## config.mk

```make
export PLATFORM = sky130hd
export DESIGN_NAME = stable_priority_queue
export DESIGN_NICKNAME = d
export VERILOG_FILES = /design/src/rtl/core/spq_pkg.sv /design/src/rtl/core/stable_priority_queue.sv /design/src/rtl/core/spq_ctrl.sv /design/src/rtl/core/spq_datapath.sv
export SDC_FILE = /design/constraint.sdc
export NUM_CORES = 2
export LEC_CHECK = 0
export ABC_AREA = 1
export BUFFER_PORTS_ARGS = -buffer_cell sky130_fd_sc_hd__buf_2
export CORE_UTILIZATION = 38
export CTS_BUF_LIST = sky130_fd_sc_hd__clkbuf_2 sky130_fd_sc_hd__clkbuf_4 sky130_fd_sc_hd__clkbuf_8
export CTS_CLUSTER_DIAMETER = 120
export DETAILED_ROUTE_END_ITERATION = 8
export PLACE_DENSITY = 0.57
export RECOVER_POWER = 25
export SLEW_MARGIN = 40
export SYNTH_ARGS = -nofsm -noshare
export SYNTH_HDL_FRONTEND = slang
export SYNTH_SLANG_ARGS = --single-unit
```

## constraint.sdc

```tcl
create_clock -name clk -period 13.1 [get_ports clk]
set_input_delay 0.655 -clock clk [delete_from_list [all_inputs] [get_ports clk]]
set_output_delay 0.655 -clock clk [all_outputs]
set_load 0.02 [all_outputs]
```

## src/rtl/core/spq_pkg.sv

```systemverilog
package spq_pkg;

  // Queue depth and derived widths.
  localparam int CAPACITY = 16;
  localparam int CNT_W = $clog2(CAPACITY + 1);

  // Valid priority range, highest value leaves first.
  localparam logic [3:0] PRIO_MIN = 4'd1;
  localparam logic [3:0] PRIO_MAX = 4'd10;

  // Request operation codes.
  localparam logic CMD_INSERT = 1'b0;
  localparam logic CMD_POP = 1'b1;

  // Result status codes.
  localparam logic [2:0] ST_INSERTED = 3'd0;
  localparam logic [2:0] ST_POPPED = 3'd1;
  localparam logic [2:0] ST_EMPTY = 3'd2;
  localparam logic [2:0] ST_FULL = 3'd3;
  localparam logic [2:0] ST_BADPRIO = 3'd4;

  // Request payload.
  typedef struct packed {
    logic        cmd;
    logic [63:0] in_value;
    logic [3:0]  in_priority;
  } spq_in_t;

  // Result payload.
  typedef struct packed {
    logic [2:0]  status;
    logic [63:0] out_value;
    logic [3:0]  out_priority;
    logic [4:0]  occupancy;
  } spq_out_t;

  // Controller to datapath commands.
  typedef struct packed {
    logic load_req;
    logic exec;
  } spq_cmd_t;

  // Datapath to controller status.
  typedef struct packed {
    logic out_busy;
  } spq_stat_t;

endpackage

```

## src/rtl/core/stable_priority_queue.sv

```systemverilog
// Stable priority queue, priorities 1 to 10, highest first, FIFO within a level.
// Request channel: in_valid/in_ready with in_data (cmd, in_value, in_priority).
// cmd selects insert or pop; a pop ignores in_value and in_priority.
// Result channel: out_valid/out_ready with out_data (status, out_value,
// out_priority, occupancy); every request gives exactly one result.
// A request is taken in the idle state and run in the execute state once
// the result register is free; its result is registered when it runs, and
// the queue takes no new request until the previous one has run. All
// slots compare with the new priority in parallel and shift together;
// the controller's take and execute states set the pace.
// A request may be accepted while the previous result still waits; if the
// receiver stalls, execution holds until that result is taken, and
// in_ready stays low meanwhile.
// Reset (rst, synchronous) empties the queue and drops any pending result;
// slot contents are not cleared, only the entry count.
module stable_priority_queue (
  input  logic              clk,
  input  logic              rst,
  input  logic              in_valid,
  output logic              in_ready,
  input  spq_pkg::spq_in_t  in_data,
  output logic              out_valid,
  input  logic              out_ready,
  output spq_pkg::spq_out_t out_data
);

  spq_pkg::spq_cmd_t  cmd;
  spq_pkg::spq_stat_t stat;

  spq_ctrl u_ctrl (
    .clk      (clk),
    .rst      (rst),
    .in_valid (in_valid),
    .in_ready (in_ready),
    .stat     (stat),
    .cmd      (cmd)
  );

  spq_datapath u_datapath (
    .clk       (clk),
    .rst       (rst),
    .in_data   (in_data),
    .cmd       (cmd),
    .stat      (stat),
    .out_valid (out_valid),
    .out_ready (out_ready),
    .out_data  (out_data)
  );

endmodule

```

## src/rtl/core/spq_ctrl.sv

```systemverilog
module spq_ctrl (
  input  logic              clk,
  input  logic              rst,
  input  logic              in_valid,
  output logic              in_ready,
  input  spq_pkg::spq_stat_t stat,
  output spq_pkg::spq_cmd_t  cmd
);

  localparam logic S_IDLE = 1'b0;
  localparam logic S_EXEC = 1'b1;

  logic state;
  logic state_next;

  // Take a request in idle, then run it once the result register is free.
  always_comb begin
    state_next = state;
    cmd.load_req = 1'b0;
    cmd.exec = 1'b0;
    in_ready = 1'b0;
    unique case (state)
      S_IDLE: begin
        in_ready = 1'b1;
        if (in_valid) begin
          cmd.load_req = 1'b1;
          state_next = S_EXEC;
        end
      end
      S_EXEC: begin
        if (!stat.out_busy) begin
          cmd.exec = 1'b1;
          state_next = S_IDLE;
        end
      end
      default: state_next = S_IDLE;
    endcase
  end

  always_ff @(posedge clk) begin
    if (rst) begin
      state <= S_IDLE;
    end else begin
      state <= state_next;
    end
  end

endmodule

```

## src/rtl/core/spq_datapath.sv

```systemverilog
module spq_datapath (
  input  logic              clk,
  input  logic              rst,
  input  spq_pkg::spq_in_t  in_data,
  input  spq_pkg::spq_cmd_t cmd,
  output spq_pkg::spq_stat_t stat,
  output logic              out_valid,
  input  logic              out_ready,
  output spq_pkg::spq_out_t out_data
);

  localparam int CAP = spq_pkg::CAPACITY;
  localparam int CW = spq_pkg::CNT_W;

  // Sorted entry array, head at slot 0.
  logic [63:0]   value [CAP];
  logic [3:0]    prio [CAP];
  logic [CW-1:0] count;
  spq_pkg::spq_in_t req;

  logic [CAP-1:0] lower;
  logic [CAP-1:0] ins_here;
  logic           bad_prio;
  logic           is_full;
  logic           is_empty;
  logic           do_insert;
  logic           do_pop;
  spq_pkg::spq_out_t result;

  // Request classification.
  assign bad_prio = (req.in_priority < spq_pkg::PRIO_MIN) ||
                    (req.in_priority > spq_pkg::PRIO_MAX);
  assign is_full = (count == CW'(CAP));
  assign is_empty = (count == '0);
  assign do_insert = cmd.exec && (req.cmd == spq_pkg::CMD_INSERT) && !bad_prio && !is_full;
  assign do_pop = cmd.exec && (req.cmd == spq_pkg::CMD_POP) && !is_empty;

  // Every held slot compares its priority with the new one in parallel.
  always_comb begin
    for (int i = 0; i < CAP; i++) begin
      lower[i] = (CW'(i) < count) && (prio[i] < req.in_priority);
      ins_here[i] = lower[i] || (CW'(i) == count);
    end
  end

  // Insert shifts the tail down by one; pop shifts everything up by one.
  always_ff @(posedge clk) begin
    for (int i = 0; i < CAP; i++) begin
      if (do_insert && ins_here[i]) begin
        if (i > 0 && ins_here[(i > 0) ? i - 1 : 0]) begin
          value[i] <= value[(i > 0) ? i - 1 : 0];
          prio[i] <= prio[(i > 0) ? i - 1 : 0];
        end else begin
          value[i] <= req.in_value;
          prio[i] <= req.in_priority;
        end
      end else if (do_pop && i < CAP - 1) begin
        value[i] <= value[(i < CAP - 1) ? i + 1 : i];
        prio[i] <= prio[(i < CAP - 1) ? i + 1 : i];
      end
    end
  end

  // Entry count.
  always_ff @(posedge clk) begin
    if (rst) begin
      count <= '0;
    end else if (do_insert) begin
      count <= count + 1'b1;
    end else if (do_pop) begin
      count <= count - 1'b1;
    end
  end

  // Request register.
  always_ff @(posedge clk) begin
    if (cmd.load_req) begin
      req <= in_data;
    end
  end

  // Result formation.
  always_comb begin
    result.out_value = '0;
    result.out_priority = '0;
    result.occupancy = 5'(count);
    if (req.cmd == spq_pkg::CMD_INSERT) begin
      if (bad_prio) begin
        result.status = spq_pkg::ST_BADPRIO;
      end else if (is_full) begin
        result.status = spq_pkg::ST_FULL;
      end else begin
        result.status = spq_pkg::ST_INSERTED;
        result.occupancy = 5'(count + 1'b1);
      end
    end else if (is_empty) begin
      result.status = spq_pkg::ST_EMPTY;
    end else begin
      result.status = spq_pkg::ST_POPPED;
      result.out_value = value[0];
      result.out_priority = prio[0];
      result.occupancy = 5'(count - 1'b1);
    end
  end

  // Output register holds the result until the receiver takes it.
  always_ff @(posedge clk) begin
    if (rst) begin
      out_valid <= 1'b0;
    end else if (cmd.exec) begin
      out_valid <= 1'b1;
    end else if (out_ready) begin
      out_valid <= 1'b0;
    end
  end

  always_ff @(posedge clk) begin
    if (cmd.exec) begin
      out_data <= result;
    end
  end

  assign stat.out_busy = out_valid && !out_ready;

`ifndef SYNTHESIS
  a_count_bound: assert property (@(posedge clk) disable iff (rst)
    count <= CW'(CAP)) else $error("entry count above capacity");

  a_no_overwrite: assert property (@(posedge clk) disable iff (rst)
    cmd.exec |-> !(out_valid && !out_ready)) else $error("result overwritten");

  a_insert_count: assert property (@(posedge clk) disable iff (rst)
    do_insert |=> count == $past(count) + 1'b1) else $error("insert count slip");

  a_head_order: assert property (@(posedge clk) disable iff (rst)
    (count >= CW'(2)) |-> prio[0] >= prio[1]) else $error("head out of order");
`endif

endmodule

```

Word-level counts from Yosys, hierarchy flattened
Memories as Yosys holds them, arrays and structs flattened.
Cells that the tools add are included.
{"block": "classes", "n_addsub": 2, "magnitude_cmp": 34, "n_reduce_logical": 63, "n_eq_ne": 16, "bitwise_logic": 62, "n_mux": 202}
{"operator": "2-to-1 mux 64 bit", "n": 30}
{"operator": "2-to-1 mux 1 bit", "n": 131}
{"operator": "2-to-1 mux 4 bit", "n": 30}
{"operator": "less-than comparator 4 bit", "n": 16}
{"operator": "bitwise OR 1 bit", "n": 60}
{"operator": "== test 4 x 5 -> 1 bit (first input constant)", "n": 8}
{"operator": "less-than comparator 4 x 5 -> 1 bit (first input constant)", "n": 8}
{"operator": "logical AND 1 bit", "n": 38}
{"operator": "2-to-1 mux 5 bit", "n": 6}
{"operator": "== test 3 x 5 -> 1 bit (first input constant)", "n": 4}
{"operator": "less-than comparator 3 x 5 -> 1 bit (first input constant)", "n": 4}
{"operator": "logical OR 1 bit", "n": 17}
{"operator": "== test 2 x 5 -> 1 bit (first input constant)", "n": 2}
{"operator": "less-than comparator 1 x 5 -> 1 bit (first input constant)", "n": 2}
{"operator": "less-than comparator 2 x 5 -> 1 bit (first input constant)", "n": 2}
{"operator": "2-to-1 mux 3 bit", "n": 2}
{"operator": "adder 5 x 1 -> 5 bit (second input constant)", "n": 1}
{"operator": "== test 1 x 5 -> 1 bit (first input constant)", "n": 1}
{"operator": "== test 5 bit (second input constant)", "n": 1}
{"operator": "zero test 5 bit", "n": 1}
{"operator": "subtractor 5 x 1 -> 5 bit (second input constant)", "n": 1}
{"operator": "> comparator 4 bit (second input constant)", "n": 1}
{"operator": "zero test 1 bit", "n": 4}
{"operator": "less-than comparator 4 x 1 -> 1 bit (second input constant)", "n": 1}
{"operator": "other kinds (5)", "n": 8}
{"block": "totals", "input_bits": 73, "ramBits": 1088, "out_inout_bits": 78, "memories": 2, "elab_cells": 391, "reg_bits": 152}
{"name": "u_datapath.value", "depth": 16, "word_bits": 64, "rd": 16, "rd_clocked_by_memory_dff": 0, "write_ports": 16, "line_no": "spq_datapath.sv:16", "source": "logic [63:0] value [CAP];"}
{"name": "u_datapath.prio", "depth": 16, "word_bits": 4, "rd": 16, "rd_clocked_by_memory_dff": 0, "write_ports": 16, "line_no": "spq_datapath.sv:17", "source": "logic [3:0] prio [CAP];"}

Logic depth before layout (Yosys ltp)
{"block": "depth", "depth_word": 12, "mapped_depth": 17, "mapped_depth_nobuf": 13}

Cells and area by module
From an unflattened synthesis, not the netlist that was laid out.
{"block": "hier_totals", "hier_cells": 8242, "area_unflattened_um2": 67594.8}
{"module": "spq_datapath", "cells_per_inst": 8231, "seq_area_each_um2": 37145.6, "area_per_inst_um2": 67534.8, "instances": 1}
{"module": "spq_ctrl", "cells_per_inst": 11, "seq_area_each_um2": 20.0, "area_per_inst_um2": 60.1, "instances": 1}

Worst setup path before layout
Ideal clock, no wire load.
{"block": "synth_timing", "path_kind": "input-to-reg", "startpoint": "in out_ready", "endpoint": "mem u_datapath.prio[0][0] (enable)", "path_buffers": 0, "path_stages": 6, "setup_ps": 588, "required_ps": 12512, "arrival_ps": 8544, "setup_slack_ps": 3968, "cell_sequence": "inv_1 > a21oi_2 > nand2_1 > nor2_1 > nand2_1 > o21ai_0"}
{"item": "start, declared", "line_no": "stable_priority_queue.sv:23", "source": "input logic out_ready,"}
{"item": "end, declared", "line_no": "spq_datapath.sv:17"}

==> impl_metrics.env <==
export IMPL_antenna_found_initial=2
export IMPL_die_w_um=417
export IMPL_finalMaxSlewViolations=679
export IMPL_final_common_cell="nand2_1"
export IMPL_synth_edf_count=1233
export IMPL_reg2reg_depth=7
export IMPL_status="finished with violations"
export IMPL_post_dp_hpwl_um=125000
export IMPL_cts_buffers=220
export IMPL_drt_pass1_iterations=9
export IMPL_tightest_slew_ns=4.08
export IMPL_max_freq_mhz=119
export IMPL_area_delta_synth_final_pct=11.5
export IMPL_hold_violations=0
export IMPL_avgRoutedWirePerCell_um=23.7
export IMPL_place_congestion=0.856
export IMPL_p_int_mw=6.76
export IMPL_root_buffer="clkbuf_8"
export IMPL_fin_setup_tns_ns=0
export IMPL_grt_ovfl_total=0
export IMPL_synth_nets=7754
export IMPL_routed_wl_um=239000
export IMPL_ioPinCount=151
export IMPL_cts_resized=0
export IMPL_ctsHtreeMaxLevel=4
export IMPL_vias=57468
export IMPL_clock_path_buffers=3
export IMPL_timing_hold_ws_ns=0.380
export IMPL_holdCritPathClass="input pin to flop"
export IMPL_grt_use_total=0.269
export IMPL_fp_dieH_um=417
export IMPL_drive_above_1_share=0.0730
export IMPL_n_fill_cell=17141
export IMPL_p_seq_frac=0.494
export IMPL_synth_top_area_cell="edfxtp_1"
export IMPL_grt_pass1_wl_um=355000
export IMPL_crit_required_ns=13.68
export IMPL_hold_depth=2
export IMPL_numPortBuffers=150
export IMPL_layout_nets=7722
export IMPL_std_cell_rows=152
export IMPL_grt_pass1_vias=54420
export IMPL_grt_max_degree=184
export IMPL_drc=1
export IMPL_timing_slew_headroom=-1.72
export IMPL_path_class="flop to flop"
export IMPL_clkTransAtPathRegs_ns=0.06
export IMPL_cp_start_kind="flop"
export IMPL_viasPerCell=5.69
export IMPL_swShare=0.291
export IMPL_critical_path_arrival_ns=9.01
export IMPL_tritoncts="yes"
export IMPL_power_leakage_nw=30.2
export IMPL_place_inst=9605
export IMPL_clkPwrFrac=0.388
export IMPL_drt_iter0_markers=7856
export IMPL_cts_sink_count=1240
export IMPL_min_period_over_period=0.643
export IMPL_finClkSkew_ns=0.0822
export IMPL_rsz0062_at_grt="false"
export IMPL_cp_max_fo=59
export IMPL_synthDistinctLibCells=41
export IMPL_grt_util_met3=0.0501
export IMPL_period_needed_ns=8.42
export IMPL_drtAntennaViolNets=0
export IMPL_use_met2=0.420
export IMPL_ys_flop_type="edfxtp_1"
export IMPL_netlist_top_cells_area="edfxtp_1 (56%), nand2_1 (17%), nand3_1 (8.3%)"
export IMPL_crit_path_end_kind="flop"
export IMPL_instances_no_fill=10096
export IMPL_yosys_warnings=0
export IMPL_switching_power_mw=2.77
export IMPL_busiest_layer="met2"
export IMPL_initial_utilization=0.382
export IMPL_yosysSeqAreaShare=0.567
export IMPL_final_cell_mix="nand2_1 (2939), edfxtp_1 (1233), nand3_1 (1087)"
export IMPL_finalSetupViolCount=0
export IMPL_mappedNetlistArea_um2=65600
export IMPL_insertion_delay_ns=1.00
export IMPL_synth_seq_cells=1240
export IMPL_grtUsageMet1=0.369
export IMPL_syn_inst=7628
export IMPL_power_density_nw_per_um2=130
export IMPL_ir_drop_uv=117
export IMPL_netlist_area_leader_share=0.565
export IMPL_synthArstFlopShare=0
export IMPL_core_um2=172000
export IMPL_max_cap_violations=18
export IMPL_violations="DRC, capacitance limit, slew limit"
export IMPL_syn_area_per_cell_um2=8.60
export IMPL_dieArea_um2=174000
export IMPL_combPwrFrac=0.118
[stage by stage]
step	worst slack, ns	power, mW	area, um^2	util
final	4.68	9.53	73100	0.426
after global routing	4.18	9.84	73100	0.426
after CTS	7.30	9.56	73200	0.427
after detailed placement	7.32	5.87	68200	0.397
after global placement	7.17	5.85	67900	0.396
after floorplan	3.97	5.42	65600	-
[timing repair]
| item | CTS | global route |
|---|---|---|
| setup buffers | 0 | 0 |
| hold buffers | 72 | 0 |
| endpoints found under the hold margin | 76 | 0 |
[path summary, 6_finish.rpt]
kind,start,end,slack [ns]
max,u_ctrl.state,u_datapath.value[11][24],4.68
min,in_data[5],u_datapath.req[5],0.38
max reg2reg,u_ctrl.state,u_datapath.value[11][24],4.68
min reg2reg,u_datapath.out_valid,u_datapath.out_valid,0.48
[layout make-up]
| cell class | count | area (um^2) | area share |
|---|---|---|---|
| multi-input combinational | 5135 | 23700 | 0.324 |
| clock inverter | 117 | 743 | 0.0102 |
| tap | 2310 | 2890 | 0.0395 |
| clock buffer | 291 | 3590 | 0.0490 |
| inverter | 664 | 2510 | 0.0344 |
| timing repair buffer | 335 | 2550 | 0.0349 |
| antenna | 4 | 10.0 | 0.000137 |
| sequential | 1240 | 37200 | 0.508 |
[registers in the layout, indices dropped and copies added, names as in the netlist]
name,count
u_datapath.value,1024
u_ctrl.state,1
u_datapath.count,5
u_datapath.prio,64
u_datapath.out_data,76
u_datapath.out_valid,1
u_datapath.req,69
[cells in the mapped netlist (5+ instances only)]
| cell type | count |
|---|---|
| nand3_1 | 1093 |
| o21ai_1 | 63 |
| o21bai_1 | 94 |
| clkbuf_1 | 265 |
| nor2_1 | 161 |
| nand2_1 | 2957 |
| buf_4 | 18 |
| a21oi_1 | 18 |
| ha_1 | 53 |
| nand4_1 | 476 |
| buf_1 | 21 |
| edfxtp_1 | 1233 |
| clkinv_1 | 40 |
| inv_2 | 13 |
| nor2_2 | 8 |
| o211ai_1 | 45 |
| dfxtp_1 | 7 |
| clkbuf_2 | 7 |
| inv_1 | 611 |
| xor2_1 | 5 |
| buf_2 | 274 |
| o21ai_0 | 132 |
| nand2_2 | 6 |
[logic make-up after synthesis]
group,count (synthesis),share of synthesized area
AND/OR/NAND/NOR,4709,0.310
XOR/XNOR,5,0.000668
buffers and inverters,1253,0.0786
adder cells (fa/ha/maj),53,0.0101
flip-flops,1240,0.567
AO/OA/AOI/OAI,368,0.0341
[layer usage]
metal / vias to the layer above / part of all wire
met5: - / 0
met2: 3418 / 0.45
met1: 27826 / 0.41
met3: 563 / 0.10
li1: 25661 / -
met4: 0 / 0.037
[power by group through the flow]
stage | logic (mW) | clock network (mW) | registers [mW]
floorplan | 0.646 | 0 | 4.77
global placement | 1.07 | 0 | 4.78
detailed placement | 1.10 | 0 | 4.78
CTS | 1.12 | 3.75 | 4.70
global route | 1.21 | 3.91 | 4.72
finish | 1.13 | 3.70 | 4.71
[critical path, cell delays in order (launching register included)]
cell	delay [ns]
dfxtp_1	0.33
inv_1	0.11
a21oi_1	0.08
clkbuf_1	1.08
nand2_8	0.98
clkbuf_1	2.52
nand2_1	2.04
buf_6	0.75
Power figures use the tool's default switching activity.
